[src/sv/bsc_pkg.sv]
// Shared types, constants and keystream functions for the byte stream cipher.
`timescale 1ns / 1ps
`default_nettype none

package bsc_pkg;

    localparam int unsigned BYTE_W      = 8;
    localparam int unsigned CFG_IDX_W   = 2;

    localparam logic [BYTE_W-1:0] KEY_RESET = 8'b1011_0010;
    localparam logic [BYTE_W-1:0] CTR_RESET = 8'b0010_1000;

    // Register indexes on the config channel
    localparam logic [CFG_IDX_W-1:0] REG_INITIAL_KEY     = 2'd0;
    localparam logic [CFG_IDX_W-1:0] REG_INITIAL_COUNTER = 2'd1;

    localparam logic [BYTE_W-1:0] MASK_EVEN = 8'h55;
    localparam logic [BYTE_W-1:0] MASK_ODD  = 8'hAA;
    localparam logic [BYTE_W-1:0] MASK_ALL  = 8'hFF;

    typedef struct packed {
        logic [BYTE_W-1:0] initial_key;
        logic [BYTE_W-1:0] initial_counter;
    } bsc_cfg_t;

    // In-place scramble, bit 7 down to bit 0; lower bits see already-updated
    // upper bits, so this is a short dependent chain.
    function automatic logic [BYTE_W-1:0] scramble(input logic [BYTE_W-1:0] ctr,
                                                   input logic [BYTE_W-1:0] key);
        logic [BYTE_W-1:0] c;
        logic [2:0]        other;
        c = ctr;
        for (int i = BYTE_W - 1; i >= 0; i--) begin
            other = key[i] ? 3'(i + 1) : 3'(i + 2);
            c[i]  = c[i] ^ c[other];
        end
        return c;
    endfunction

    // v mod 9 via reciprocal: floor(v*57/512) is exact for 8-bit v
    function automatic logic [3:0] mod9(input logic [BYTE_W-1:0] v);
        logic [13:0] prod;
        logic [4:0]  quo;
        logic [8:0]  rem;
        prod = 14'(v) * 14'd57;
        quo  = prod[13:9];
        rem  = 9'(v) - 9'(quo) * 9'd9;
        return rem[3:0];
    endfunction

    function automatic logic [BYTE_W-1:0] sel_mask(input logic [BYTE_W-1:0] ctr);
        logic [3:0] r;
        r = mod9(ctr);
        if (r < 4'd3) begin
            return MASK_EVEN;
        end else if (r < 4'd6) begin
            return MASK_ODD;
        end
        return MASK_ALL;
    endfunction

endpackage

`default_nettype wire

[src/sv/byte_stream_cipher.sv]
// Byte stream cipher top level: input register, transform, output register.
//
// Usage:
//   Requests enter on the s_ channel: s_tdata carries the byte, s_tuser the
//   restart flag, which reloads key and counter from the configuration
//   registers before that byte. Each request yields exactly one result byte
//   on the m_ channel. Encryption and decryption are the same operation.
//   The config channel (cfg_valid/cfg_ready/cfg_index/cfg_data) writes
//   index 0 = initial key, index 1 = initial counter; other indexes are
//   ignored. Writes take effect at the next restart; write only
//   while the block holds no request in flight.
//   Path: input register, then the result register behind the combinational
//   scramble and mask logic; m_tvalid comes from the result register.
//   Throughput: one byte per cycle while m_tready is held high.
//   Reset (aresetn low, synchronous) empties both stages and loads key 178,
//   counter 40. When the receiver stalls, the result register holds its
//   byte, the input register fills, and s_tready drops until m_tready rises.
`timescale 1ns / 1ps
`default_nettype none

module byte_stream_cipher (
    input  wire logic                          aclk,
    input  wire logic                          aresetn,
    input  wire logic                          s_tvalid,
    output logic                               s_tready,
    input  wire logic [bsc_pkg::BYTE_W-1:0]    s_tdata,   // [7:0] data_in
    input  wire logic                          s_tuser,   // [0] restart
    output logic                               m_tvalid,
    input  wire logic                          m_tready,
    output logic [bsc_pkg::BYTE_W-1:0]         m_tdata,   // [7:0] data_out
    input  wire logic                          cfg_valid,
    output logic                               cfg_ready,
    input  wire logic [bsc_pkg::CFG_IDX_W-1:0] cfg_index,
    input  wire logic [bsc_pkg::BYTE_W-1:0]    cfg_data
);
    import bsc_pkg::*;

    bsc_cfg_t          cfg;
    logic              in_valid_reg;
    logic [BYTE_W-1:0] in_data_reg;
    logic              in_restart_reg;
    logic              out_valid_reg;
    logic [BYTE_W-1:0] out_data_reg;
    logic [BYTE_W-1:0] xform_data;
    logic              out_load;
    logic              step;

    assign out_load = !out_valid_reg || m_tready;
    assign step     = in_valid_reg && out_load;
    assign s_tready = !in_valid_reg || out_load;
    assign m_tvalid = out_valid_reg;
    assign m_tdata  = out_data_reg;

    bsc_cfg_regs u_cfg (
        .aclk      (aclk),
        .aresetn   (aresetn),
        .cfg_valid (cfg_valid),
        .cfg_ready (cfg_ready),
        .cfg_index (cfg_index),
        .cfg_data  (cfg_data),
        .cfg_out   (cfg)
    );

    bsc_xform u_xform (
        .aclk     (aclk),
        .aresetn  (aresetn),
        .cfg      (cfg),
        .step     (step),
        .restart  (in_restart_reg),
        .data_in  (in_data_reg),
        .data_out (xform_data)
    );

    always_ff @(posedge aclk) begin
        if (!aresetn) begin
            in_valid_reg  <= 1'b0;
            out_valid_reg <= 1'b0;
        end else begin
            if (s_tready) begin
                in_valid_reg <= s_tvalid;
            end
            if (out_load) begin
                out_valid_reg <= in_valid_reg;
            end
        end
    end

    always_ff @(posedge aclk) begin
        if (s_tvalid && s_tready) begin
            in_data_reg    <= s_tdata;
            in_restart_reg <= s_tuser;
        end
        if (step) begin
            out_data_reg <= xform_data;
        end
    end

    a_step_fills_out: assert property (@(posedge aclk) disable iff (!aresetn)
        step |=> m_tvalid)
        else $error("processed request did not reach the result register");

    a_empty_ready: assert property (@(posedge aclk) disable iff (!aresetn)
        !in_valid_reg |-> s_tready)
        else $error("empty input stage refused a request");

    a_stall_full: assert property (@(posedge aclk) disable iff (!aresetn)
        (!s_tready) |-> (in_valid_reg && out_valid_reg && !m_tready))
        else $error("backpressure without both stages full");

endmodule

`default_nettype wire

[src/sv/bsc_cfg_regs.sv]
// Configuration register file: initial key and initial counter.
`timescale 1ns / 1ps
`default_nettype none

module bsc_cfg_regs (
    input  wire logic                          aclk,
    input  wire logic                          aresetn,
    input  wire logic                          cfg_valid,
    output logic                               cfg_ready,
    input  wire logic [bsc_pkg::CFG_IDX_W-1:0] cfg_index,
    input  wire logic [bsc_pkg::BYTE_W-1:0]    cfg_data,
    output bsc_pkg::bsc_cfg_t                  cfg_out
);
    import bsc_pkg::*;

    bsc_cfg_t cfg_reg;

    assign cfg_ready = 1'b1;
    assign cfg_out   = cfg_reg;

    always_ff @(posedge aclk) begin
        if (!aresetn) begin
            cfg_reg.initial_key     <= KEY_RESET;
            cfg_reg.initial_counter <= CTR_RESET;
        end else if (cfg_valid) begin
            // unknown indexes are dropped
            if (cfg_index == REG_INITIAL_KEY) begin
                cfg_reg.initial_key <= cfg_data;
            end else if (cfg_index == REG_INITIAL_COUNTER) begin
                cfg_reg.initial_counter <= cfg_data;
            end
        end
    end

endmodule

`default_nettype wire

[src/sv/bsc_xform.sv]
// Running key/counter state and the per-byte transform.
`timescale 1ns / 1ps
`default_nettype none

module bsc_xform (
    input  wire logic                       aclk,
    input  wire logic                       aresetn,
    input  wire bsc_pkg::bsc_cfg_t          cfg,
    input  wire logic                       step,
    input  wire logic                       restart,
    input  wire logic [bsc_pkg::BYTE_W-1:0] data_in,
    output logic [bsc_pkg::BYTE_W-1:0]      data_out
);
    import bsc_pkg::*;

    logic [BYTE_W-1:0] counter_reg, counter_next;
    logic [BYTE_W-1:0] key_reg,     key_next;
    logic [BYTE_W-1:0] ctr_base,    key_base;

    always_comb begin
        ctr_base     = restart ? cfg.initial_counter : counter_reg;
        key_base     = restart ? cfg.initial_key     : key_reg;
        counter_next = scramble(ctr_base, key_base) + BYTE_W'(1);
        key_next     = key_base + BYTE_W'(1);
        data_out     = data_in ^ (counter_next & sel_mask(counter_next));
    end

    always_ff @(posedge aclk) begin
        if (!aresetn) begin
            counter_reg <= CTR_RESET;
            key_reg     <= KEY_RESET;
        end else if (step) begin
            counter_reg <= counter_next;
            key_reg     <= key_next;
        end
    end

    a_state_hold: assert property (@(posedge aclk) disable iff (!aresetn)
        !step |=> ($stable(counter_reg) && $stable(key_reg)))
        else $error("keystream state moved without a request");

    a_key_incr: assert property (@(posedge aclk) disable iff (!aresetn)
        (step && !restart) |=> (key_reg == $past(key_reg) + BYTE_W'(1)))
        else $error("key did not advance by one");

    a_key_restart: assert property (@(posedge aclk) disable iff (!aresetn)
        (step && restart) |=> (key_reg == $past(cfg.initial_key) + BYTE_W'(1)))
        else $error("restart did not reload the key");

endmodule

`default_nettype wire
[config.mk]
export PLATFORM = sky130hd
export DESIGN_NAME = byte_stream_cipher
export DESIGN_NICKNAME = d
export VERILOG_FILES = /design/src/sv/bsc_pkg.sv /design/src/sv/byte_stream_cipher.sv /design/src/sv/bsc_cfg_regs.sv /design/src/sv/bsc_xform.sv
export SDC_FILE = /design/constraint.sdc
export NUM_CORES = 1
export LEC_CHECK = 0
export BUFFER_PORTS_ARGS = -buffer_cell sky130_fd_sc_hd__buf_2
export CAP_MARGIN = 20
export CELL_PAD_IN_SITES_DETAIL_PLACEMENT = 0
export CELL_PAD_IN_SITES_GLOBAL_PLACEMENT = 1
export CORE_MARGIN = 5
export CORE_UTILIZATION = 38
export DETAILED_ROUTE_END_ITERATION = 7
export HOLD_SLACK_MARGIN = 0.1
export PLACE_DENSITY = 0.8
export SLEW_MARGIN = 40
export SYNTH_ARGS = -nofsm -noshare
export SYNTH_HDL_FRONTEND = slang
export SYNTH_SLANG_ARGS = --single-unit
[constraint.sdc]
create_clock -name aclk -period 9.45 [get_ports aclk]
set_input_delay 2.3625 -clock aclk [delete_from_list [all_inputs] [get_ports aclk]]
set_output_delay 2.3625 -clock aclk [all_outputs]
set_load 0.03 [all_outputs]
Word-level counts from Yosys, hierarchy flattened
Cells that the tools add are included.

word-level totals
  flip-flop bits (word level) = 51
  bits in latches = 0
  memory bits (writable) = 0
  memory bits (read-only) = 0
  bits of input ports = 24
  output and inout port bits = 11
  memories kept = 0

cells by class
  add/sub/neg operators = 3
  multiply operators = 2
  div/mod/pow operators = 0
  order comparisons = 10
  equal/unequal tests = 1
  shift-type cells = 0
  muxes and demuxes = 31
  bitwise logic cells = 11
  reduce and logical (&&, ||, !) cells = 9

operators by type and width
  kind                    number
  $mux W8                 5
  $lt A3 B4 Y1 const B    8
  $bmux W1 S3             8
  $add A8 B1 Y8 const B   2
  $mul A8 B6 Y14 const B  1
  $mux W1                 14
  $and A8 B8 Y8           1
  $xor A1 B1 Y1           8
  $xor A8 B8 Y8           1
  $mux W3                 2
  $mul A5 B4 Y4 const B   1
  $lt A4 B2 Y1 const B    1
  $lt A4 B3 Y1 const B    1
  $mux W2                 2
  $sub A4 B4 Y4           1
  $reduce_and A3 Y1       1
  $eq A2 B1 Y1 const B    1
  $logic_and A1 B1 Y1     2
  $logic_not A1 Y1        2
  $logic_not A2 Y1        1
  $logic_or A1 B1 Y1      2
  $reduce_and A2 Y1       1
  $not A1 Y1              1

Longest topological paths before layout
Gate-level depths: netlist (run 1).

  depth after elaboration = 36
  mapped depth = 39
  gate-level depth less buffers = 37

Cells and area by module
From an unflattened synthesis (run 1), not the netlist that was laid out.

unflattened totals
  cells, all modules = 427
  area, all modules = 4147.7 um^2

modules (own cells, without submodules)
  module              times used  cells each  area an instance (um^2)  sequential area each (um^2)
  bsc_xform           1           332         2862.7                   320.3
  bsc_cfg_regs        1           69          670.6                    320.3
  byte_stream_cipher  1           26          614.3                    550.5

Least setup slack after synthesis (run 1)
No wires, ideal clock.

  path type = flip-flop to flip-flop
  start = register in_restart_reg
  end = register out_data_reg[5] (netlist: m_tdata[5]) (data pin)
  data arrival time = 8945 ps
  data required time = 9192 ps
  path slack = 248 ps
  stages on the path, launching flop included = 37
  cells stage by stage = edfxtp_1 buf_6 mux2i_2 a211oi_1 or2_1 a2111o_1 and3_4 o31a_1 a311oi_2 nor4_1 o32ai_1 nor4_1 nor2_1 ha_1 inv_1 and4bb_2 nand3_1 xnor2_1 inv_1 fa_1 ha_1 ha_1 ha_1 inv_1 nor2_1 o21ai_0 a2111oi_4 or3_1 xor2_1 fa_1 fa_1 nand2b_1 or2_2 a21oi_1 or4b_1 o21ai_1 xnor2_1

on the way
  word-level cells in the longest chain between the ends = 36
  elaborated cells between the ends (all ways) = 46
  those cells by class = 2 x add/sub; 2 x mul; 2 x order compare; 30 x mux; 10 x bitwise

ends and longest elaborated chain
  what                           RTL line                  RTL
  start: declaration             byte_stream_cipher.sv:41  logic in_restart_reg;
  start signal: assignment       byte_stream_cipher.sv:91  in_restart_reg <= s_tuser;
  $mux W8                        bsc_xform.sv:22           key_base = restart ? cfg.initial_key : key_reg;
  $mux W1                        bsc_pkg.sv:34             other = key[i] ? 3'(i + 1) : 3'(i + 2);
  $bmux W1 S3                    bsc_pkg.sv:35             c[i] = c[i] ^ c[other];
  $mux W1 (not written as such)  bsc_pkg.sv:35
  $xor A1 B1 Y1                  bsc_pkg.sv:35
  $bmux W1 S3                    bsc_pkg.sv:35
  $mux W1 (not written as such)  bsc_pkg.sv:35
  $xor A1 B1 Y1                  bsc_pkg.sv:35
  (+19 left out)                 --
  via u_xform.counter_next[6]    bsc_xform.sv:16           logic [BYTE_W-1:0] counter_reg, counter_next;
  (+2 left out)                  --
  $sub A4 B4 Y4 *                bsc_pkg.sv:47             rem = 9'(v) - 9'(quo) * 9'd9;
  $lt A4 B3 Y1                   bsc_pkg.sv:56             end else if (r < 4'd6) begin
  $mux W1                        bsc_pkg.sv:56
  $mux W1                        bsc_pkg.sv:54             if (r < 4'd3) begin
  $mux W8 *                      bsc_pkg.sv:59             return MASK_ALL;
  $and A8 B8 Y8 *                bsc_xform.sv:25           data_out = data_in ^ (counter_next & sel_mask(counter_next));
  $xor A8 B8 Y8 *                bsc_xform.sv:25
  via u_xform.data_out, one bit  bsc_xform.sv:12           output logic [bsc_pkg::BYTE_W-1:0] data_out
  end signal: assignment         byte_stream_cipher.sv:94  out_data_reg <= xform_data;
  end: declaration               byte_stream_cipher.sv:43  logic [BYTE_W-1:0] out_data_reg;

The timed path passes the listed nets; every way through them passes the cells marked *. The select of a mux whose other input is x is not followed.
A chain may end at the register's enable or synchronous reset.

Final worst setup path (run 1)
Ends and elaborated chain as after synthesis.

==> reports/results.txt, run 1 <==
outcome -> finished, final reports clean
Core Rows -> 38
Vias -> 3708
Critical Path RT -> 9530 ps
initial antenna violation count -> 0
Yosys top cell area share -> 0.165
die height -> 114 um
count leader, synth -> nand2_1
Hold Slack -> 468 ps
Achievable Freq -> 0.110 GHz
IO Pins -> 35
Mapped Cells -> 452
port buffer count -> 33
max-cap viol count -> 0
Tcrit/Tclk final -> 0.966
Initial Utilization -> 0.383
Largest register FFs -> 16
CTS tree -> yes
diode count -> 0
clk sinks -> 51
final instance area -> 0.00529 mm^2
YS warnings -> 0
CP Class -> reg -> reg
reg2reg setup slack -> 320 ps
Slew @ Worst Pin -> 710 ps
Final setup violation count -> 0
crit end category -> flip-flop
Max FO, Critical Path -> 6
WP data arrival -> 9200 ps
routability-driven placement congestion ratio -> 0.905
Synth Flop Type -> dfxtp_1
Final #Nets -> 580
placed inst area -> 0.00460 mm^2
CP startpoint kind -> flip-flop
Yosys reg bits -> 51
DR pass1 iterations -> 4
Horiz. Die Dim -> 114 um
Avg Vias per Cell -> 5.58
drt drc -> 0
largest net degree at the start of global routing -> 24
Total Routing Usage GR -> 0.167
clk root buf -> clkbuf_8
layout cells sized above 1 -> 0.340
Reg clk slew, reported paths -> 100 ps
global-route wire length before repair -> 17600 um
met2 Use GR -> 0.295
die area -> 0.0130 mm^2
final slew viol count -> 0
Netlist cell types -> 75
Synth Cell Area -> 0.00411 mm^2
Post-synth ARST share -> 0
gr ovfl total -> 0
met1 Use GR -> 0.217
Post-Route Skew -> 11.3 ps
Largest stage delay, worst path -> 580 ps
number of global-route vias before repair -> 3580
average cell area after synthesis -> 9.10 um^2
H-tree depth -> 2
post-synthesis sequential area ratio -> 0.290
area leader, netlist -> dfxtp_1
Worst-Skew Late Latency -> 310 ps
Core ar. -> 0.0107 mm^2
top cells by area, synth -> dfxtp_1, edfxtp_1, mux2i_1
hold buffer count at CTS -> 0
number of synthesized flops with an enable pin -> 17
cell mode on critical path -> fa_1
Num CTS Buffers -> 5
drt total wl -> 11300 um
clk buf depth -> 2
met3 usage -> 0.0280
Detail Placement HPWL -> 8360 um
syn_nets -> 509
Slowest cell on crit path -> fa_1
Synth top cells by count -> nand2_1, nor2_1, dfxtp_1
Fin. Hold Viols -> 0
crit path time final -> 9130 ps
post-route ant nets -> 0
relative slew slack -> 0.526
Iteration-0 DRC Markers -> 184
total negative setup slack -> 0 ps
HP Class -> reg -> reg
Synth-to-Final Area Change -> 28.7%
layer with the highest usage -> met2
WL/cell -> 17.0 um
-- cells by family (layout without fill, tap and decap cells) --
logic type | count (synthesis) | count (layout) | share of synthesized area
AOI/OAI and AO/OA | 93 | 93 | 0.167
xor gates and xnor gates | 35 | 35 | 0.0800
adders and majority gates | 34 | 34 | 0.116
buffers and inverters | 36 | 108 | 0.0368
DFF | 51 | 51 | 0.290
muxes | 50 | 50 | 0.132
other | 1 | 1 | 0.000912
and+or+nand+nor | 152 | 152 | 0.178
-- timing repair --
| action | CTS | global route |
|---|---|---|
| gates cloned | 0 | 2 |
| resized for setup | 16 | 55 |
| setup endpoints to repair | 8 | 8 |
| pin swaps | 2 | 23 |
| buffers inserted | 2 | 14 |
-- per-stage QoR --
step / setup WS (ps) / cells / utilization
floorplan: 248 / 452 / -
global placement: 87.3 / 638 / 0.428
detailed placement: -159 / 638 / 0.428
CTS: 0.609 / 648 / 0.447
global route: -76.2 / 664 / 0.493
finish: 323 / 664 / 0.493
-- worst paths after layout --
kind	cells after the start	to	startpoint
setup reg to reg	37	m_tdata[5]$_DFFE_PP_	in_restart_reg$_DFFE_PP_
setup / recovery	37	m_tdata[5]$_DFFE_PP_	in_restart_reg$_DFFE_PP_
hold reg to reg	2	u_xform.key_reg[2]$_SDFFE_PN0P_	u_xform.key_reg[2]$_SDFFE_PN0P_
hold / removal	2	u_xform.key_reg[2]$_SDFFE_PN0P_	u_xform.key_reg[2]$_SDFFE_PN0P_
-- layer usage --
layer	wire [um]	up-vias
li1	-	1805
met1	4960	1810
met5	0	-
met3	441	17
met4	144	0
met2	5740	76
-- cell type report --
class                   count  area [um^2]
repair buffers             78          567
well taps                 140          175
clock buffers               5         68.8
clock inverters             3         23.8
multi-input cells         365         3190
fillers                  1041         5450
flip-flops and latches     51         1190
inverters                  22         82.6
-- critical path: cells and delay by family, from the launching register on --
kind | cells | cell delay, ps
flops | 1 | 480
simple gates | 12 | 2550
fa+ha+maj | 7 | 2610
buf+inv | 5 | 620
compound gates | 9 | 1850
mux | 1 | 310
xor+xnor | 3 | 450
-- cell usage in the layout, fill, tap and decap left out, types with 5 or more instances in the layout --
master and instances:
ha_4 6, a211oi_1 6, nor2_1 39, mux2i_4 5, xnor2_1 25, o21ai_2 9
a21oi_1 16, nand4_1 7, mux2_2 12, xnor2_2 5, nand3_1 8, ha_1 19
buf_4 40, nand2_1 42, dfxtp_1 34, fa_1 7, edfxtp_1 17, mux2i_1 30
nor4_1 5, o21ai_0 6, nor3_1 17, inv_1 18, clkbuf_8 5, buf_2 33
Power of run 1 is left out: the tool's default activity adds up to more than one toggle a clock period on the data nets, which glitch-free logic cannot reach.
==> run 2, diff against run 1 <==
--- a/config.mk
+++ b/config.mk
@@ -10,10 +10,10 @@
 export CELL_PAD_IN_SITES_DETAIL_PLACEMENT = 0
 export CELL_PAD_IN_SITES_GLOBAL_PLACEMENT = 1
 export CORE_MARGIN = 5
-export CORE_UTILIZATION = 38
+export CORE_UTILIZATION = 42
 export DETAILED_ROUTE_END_ITERATION = 7
 export HOLD_SLACK_MARGIN = 0.1
-export PLACE_DENSITY = 0.8
+export PLACE_DENSITY = 0.87
 export SLEW_MARGIN = 40
 export SYNTH_ARGS = -nofsm -noshare
 export SYNTH_HDL_FRONTEND = slang
==> reports/results.txt, run 2 (same netlist as run 1, synthesis figures left out) <==
max-cap viol count -> 0 (unchanged)
crit path time final -> 9240 ps (+112 ps)
Multi-input gate area -> 0.00326 mm^2 (+2.2%)
number of global-route vias before repair -> 3738 (+4.4%)
die height -> 109 um (-4.5%)
relative slew slack -> 0.486 (-0.0409)
drt drc -> 0 (unchanged)
Total Routing Usage GR -> 0.193 (+0.0254)
Slowest cell on crit path -> or4b_4
diode count -> 0 (unchanged)
Initial Utilization -> 0.425 (+0.0419)
largest net degree at the start of global routing -> 24 (unchanged)
Fin. Hold Viols -> 0 (unchanged)
Core ar. -> 0.00968 mm^2 (-9.9%)
CP Class -> reg -> reg
initial antenna violation count -> 0 (unchanged)
cell mode on critical path -> ha_4
clk buf depth -> 2 (unchanged)
Iteration-0 DRC Markers -> 203 (+10%)
Tcrit/Tclk final -> 0.978 (+0.0118)
most common cell after layout, fill and taps aside -> buf_4
port buffer count -> 33 (unchanged)
die area -> 0.0119 mm^2 (-8.7%)
Reg clk slew, reported paths -> 90 ps (about the same)
CP startpoint kind -> flip-flop
Worst-Skew Late Latency -> 320 ps (about the same)
H-tree depth -> 2 (unchanged)
Detail Placement HPWL -> 8320 um (-0.41%)
most frequent cells in the layout -> buf_4, nand2_1, nor2_1
final slew viol count -> 0 (unchanged)
Max FO, Critical Path -> 6 (unchanged)
IO Pins -> 35 (unchanged)
layout cells sized above 1 -> 0.356 (+0.0162)
Horiz. Die Dim -> 109 um (-4.5%)
gr ovfl total -> 0 (unchanged)
Synth-to-Final Area Change -> 32.1%
WL/cell -> 18.2 um (+7.2%)
fill count -> 832 (-20%)
Slew @ Worst Pin -> 771 ps (+61.3 ps)
Final WS setup -> 211 ps (-112 ps)
Setup WS pre-CTS -> -249 ps (-89.9 ps)
reg2reg setup slack -> 210 ps (-110 ps)
post-route ant nets -> 0 (unchanged)
WP data arrival -> 9310 ps (+110 ps)
Vias -> 3864 (+4.2%)
Largest stage delay, worst path -> 590 ps (about the same)
HP Class -> reg -> reg
Largest register FFs -> 16 (unchanged)
Reg area -> 0.00119 mm^2 (unchanged)
Avg Vias per Cell -> 5.82 (+4.2%)
Final #Nets -> 587 (+1.2%)
clk sinks -> 51 (unchanged)
CTS tree -> yes
Core Rows -> 36 (-5.3%)
Num CTS Buffers -> 5 (unchanged)
routability-driven placement congestion ratio -> 0.893 (-1.3%)
Final setup violation count -> 0 (unchanged)
utilization after layout -> 0.561 (+0.0684)
drt total wl -> 12100 um (+7.2%)
crit end category -> flip-flop
Achievable Freq -> 0.108 GHz (-1.2%)
DR pass1 iterations -> 5 (+1)
outcome -> finished, final reports clean
global-route wire length before repair -> 18200 um (+3.1%)
Critical Path RT -> 9520 ps (about the same)
clk root buf -> clkbuf_8
Post-Route Skew -> 11.6 ps (+0.359 ps)
## run 2: worst max-delay path, delay by kind of cell (launching register included)
kind,cells,cell delay (ps)
flip-flops,1,500
AO/OA/AOI/OAI,10,2040
buffers and inverters,5,550
adder cells (fa/ha/maj),7,2580
AND/OR/NAND/NOR,11,2520
multiplexers,1,320
XOR/XNOR,3,460
## run 2: cell type report
type | instances | share of cell area
Clock inverter | 2 | 0.00714
Sequential cell | 51 | 0.219
Clock buffer | 6 | 0.0134
Tap cell | 133 | 0.0306
Timing Repair Buffer | 85 | 0.115
Multi-Input combinational cell | 365 | 0.599
Inverter | 22 | 0.0152
## run 2: per-stage QoR
step,cell area [um^2],hold slack [ps],instances,TNS [ps]
finish,5430,456,664,0
global route,5430,489,664,-1070
CTS,4850,459,640,0
detailed placement,4570,446,628,-1540
global placement,4570,438,628,0
floorplan,4110,431,452,0
## run 2: timing repair
action	4_1_cts	5_1_grt
pin swaps	4	33
buffers inserted	3	23
hold buffers	0	0
gates cloned	1	1
setup endpoints to repair	8	8
resized for setup	20	64
## run 2: worst paths after layout
path                                   start                         endpoint  cells after the start
max                 in_restart_reg$_DFFE_PP_             m_tdata[7]$_DFFE_PP_                     37
max reg2reg         in_restart_reg$_DFFE_PP_             m_tdata[7]$_DFFE_PP_                     37
min          u_xform.key_reg[2]$_SDFFE_PN0P_  u_xform.key_reg[2]$_SDFFE_PN0P_                      2
min reg2reg  u_xform.key_reg[2]$_SDFFE_PN0P_  u_xform.key_reg[2]$_SDFFE_PN0P_                      2
## run 2: routing by layer
layer | routed length (um) | global-route usage | vias to the layer above
li1 | - | - | 1805
met2 | 6140 | 0.340 | 128
met1 | 5010 | 0.231 | 1886
met4 | 405 | 0.0694 | 0
met3 | 553 | 0.0397 | 45
met5 | 0 | 0 | -
Power of run 2 is left out for the same reason.
==> run 3, diff against run 2 <==
--- a/config.mk
+++ b/config.mk
@@ -10,11 +10,13 @@
 export CELL_PAD_IN_SITES_DETAIL_PLACEMENT = 0
 export CELL_PAD_IN_SITES_GLOBAL_PLACEMENT = 1
 export CORE_MARGIN = 5
-export CORE_UTILIZATION = 42
+export CORE_UTILIZATION = 43
 export DETAILED_ROUTE_END_ITERATION = 7
 export HOLD_SLACK_MARGIN = 0.1
 export PLACE_DENSITY = 0.87
+export REMOVE_ABC_BUFFERS = 1
 export SLEW_MARGIN = 40
 export SYNTH_ARGS = -nofsm -noshare
 export SYNTH_HDL_FRONTEND = slang
+export SYNTH_HIERARCHICAL = 1
 export SYNTH_SLANG_ARGS = --single-unit
==> reports/results.txt, run 3 <==
crit path time final -> 9110 ps (-133 ps)
Avg Vias per Cell -> 5.31 (-8.7%)
Synth Flop Type -> dfxtp_1
Synth-to-Final Area Change -> 23.1%
WP data arrival -> 9170 ps (-140 ps)
Max FO, Critical Path -> 8 (+2)
Final setup violation count -> 0 (unchanged)
count leader, synth -> mux2i_1
die height -> 108 um (-0.69%)
Yosys reg bits -> 51 (unchanged)
Post-synth ARST share -> 0 (unchanged)
hold buffer count at CTS -> 0 (unchanged)
crit path to -> m_tdata[4]$_DFFE_PP_
Horiz. Die Dim -> 108 um (-0.69%)
Core ar. -> 0.00933 mm^2 (-3.7%)
Worst Hold Launch -> u_cfg/cfg_out[6]$_SDFFE_PN0P_
DR top layer -> met4
Detail Placement HPWL -> 7370 um (-11%)
Largest register FFs -> 16 (unchanged)
HP Class -> reg -> reg
final slew viol count -> 0 (unchanged)
reg2reg end -> m_tdata[4]$_DFFE_PP_
Synth top cells by count -> mux2i_1, nand2_1, dfxtp_1
Achievable Freq -> 0.110 GHz (+1.5%)
port buffer count -> 33 (unchanged)
Post-Route Skew -> 8.45 ps (-3.20 ps)
number of global-route vias before repair -> 3263 (-13%)
most frequent cells in the layout -> nand2_1, mux2i_1, dfxtp_1
clk buf depth -> 2 (unchanged)
area leader, netlist -> dfxtp_1
routability-driven placement congestion ratio -> 0.906 (+1.4%)
cell mode on critical path -> ha_1
max-cap viol count -> 0 (unchanged)
Tcrit/Tclk final -> 0.964 (-0.0141)
Largest stage delay, worst path -> 560 ps (-30 ps)
Reg area -> 0.00119 mm^2 (unchanged)
M1 WL -> 4500 um (-10%)
Final #Nets -> 550 (-6.3%)
Synth Cell Area -> 0.00415 mm^2 (+0.82%)
crit path from -> in_restart_reg$_DFFE_PP_
drt drc -> 0 (unchanged)
H-tree depth -> 2 (unchanged)
Slowest cell on crit path -> fa_1
clk sinks -> 51 (unchanged)
Multi-input gate area -> 0.00306 mm^2 (-6.0%)
utilization after layout -> 0.547 (-0.0137)
initial antenna violation count -> 0 (unchanged)
CP startpoint kind -> flip-flop
Vias -> 3299 (-15%)
Yosys top cell area share -> 0.164 (-0.00135)
YS warnings -> 6 (+6)
post-synthesis sequential area ratio -> 0.287 (-0.00236)
crit end category -> flip-flop
diode count -> 0 (unchanged)
drt total wl -> 9860 um (-19%)
met3 wire length -> 300 um (-46%)
gr ovfl total -> 0 (unchanged)
WHS Path Cells -> 2 (unchanged)
Worst-Skew Late Latency -> 310 ps (about the same)
number of synthesized flops with an enable pin -> 17 (unchanged)
WL/cell -> 15.9 um (-13%)
CP Class -> reg -> reg
Mapped Cells -> 427 (-5.5%)
Fin. Hold Viols -> 0 (unchanged)
Iteration-0 DRC Markers -> 132 (-35%)
Reg clk slew, reported paths -> 100 ps (about the same)
post-route ant nets -> 0 (unchanged)
fill count -> 812 (-2.4%)
Core Rows -> 35 (-2.8%)
most common cell after layout, fill and taps aside -> nand2_1
CTS tree -> yes
Critical Path RT -> 9510 ps (about the same)
Slew @ Worst Pin -> 843 ps (+72.4 ps)
top cells by area, synth -> dfxtp_1, edfxtp_1, mux2i_1
die area -> 0.0117 mm^2 (-1.4%)
worst r2r src -> in_restart_reg$_DFFE_PP_
Num CTS Buffers -> 5 (unchanged)
largest net degree at the start of global routing -> 43 (+79%)
fin cells -> 621 (-6.5%)
IO Pins -> 35 (unchanged)
Initial Utilization -> 0.445 (+0.0199)
number of instances in the placed design -> 597 (-4.9%)
reg2reg setup slack -> 340 ps (+130 ps)
Total Routing Usage GR -> 0.166 (-0.0271)
clk root buf -> clkbuf_8
DR pass1 iterations -> 4 (-1)
routed wl met2 -> 4910 um (-20%)
relative slew slack -> 0.422 (-0.0638)
R2R depth -> 41 (+11%)
global-route wire length before repair -> 15500 um (-15%)
Netlist cell types -> 66 (-12%)
outcome -> finished, final reports clean
layout cells sized above 1 -> 0.293 (-0.0632)
average cell area after synthesis -> 9.71 um^2 (+6.7%)
run 3: changes by cell type in the layout (fill, tap and decap cells not counted), sizes merged, moves of 4 or more:
cell    change
buf        -13
or3         -5
a21oi      -10
nor2       -22
a211oi      -6
xnor2      -11
a31oi       +4
o21ai       -7
mux2i      +12
xor2       +14
nor2b      +14
nor4        -7
inv         +4
run 3: worst min path at each step:
stage,endpoint,slack (ps)
floorplan,u_cfg/cfg_out[6]$_SDFFE_PN0P_,430
global placement,u_cfg/cfg_out[6]$_SDFFE_PN0P_,460
detailed placement,u_xform/key_reg[1]$_SDFFE_PN1P_,460
CTS,u_cfg/cfg_out[6]$_SDFFE_PN0P_,480
global route,u_xform/key_reg[1]$_SDFFE_PN1P_,520
finish,u_cfg/cfg_out[6]$_SDFFE_PN0P_,480
run 3: cell type report:
cell class	count	share of cell area
Tap cell	129	0.0316
Clock inverter	2	0.00809
Timing Repair Buffer	70	0.0897
Clock buffer	6	0.0184
Inverter	27	0.0198
Sequential cell	51	0.233
Multi-Input combinational cell	336	0.599
run 3: critical path: cells and delay by family, from the launching register on:
kind,cells,cell delay [ps]
xor gates and xnor gates,5,790
adders and majority gates,8,2510
and+or+nand+nor,7,1030
AOI/OAI and AO/OA,9,1840
buffers and inverters,7,710
muxes,5,1610
DFF,1,350
run 3: kinds of logic (layout without fill, tap and decap cells):
| logic type | Yosys count | in the layout | share of synthesized area |
|---|---|---|---|
| other | 1 | 1 | 0.000904 |
| XOR/XNOR | 39 | 39 | 0.0926 |
| adder cells (fa/ha/maj) | 35 | 35 | 0.118 |
| multiplexers | 62 | 62 | 0.167 |
| AO/OA/AOI/OAI | 72 | 72 | 0.131 |
| buffers and inverters | 40 | 105 | 0.0416 |
| AND/OR/NAND/NOR | 127 | 127 | 0.161 |
| flip-flops | 51 | 51 | 0.287 |
run 3: repair_timing:
action	CTS	global route
endpoints found under the setup margin	8	8
pin swaps	0	14
gates resized for setup	4	51
setup buffers	1	15
run 3: routing by layer:
| layer | GRT usage | vias to the layer above |
|---|---|---|
| li1 | - | 1665 |
| met1 | 0.216 | 1556 |
| met2 | 0.285 | 67 |
| met3 | 0.0257 | 11 |
| met4 | 0.0451 | 0 |
| met5 | 0 | - |
run 3: metrics by stage:
stage          TNS [ps]  hold slack (ps)  cell area (um^2)  setup WS [ps]
2_1_floorplan     -4190              431              4080           -525
3_3_place_gp          0              456              4560           52.6
3_5_place_dp       -398              461              4560           -138
4_1_cts               0              477              4730           10.6
5_1_grt            -598              521              5110           -107
6_report              0              479              5110            345
Power of run 3 is left out for the same reason.
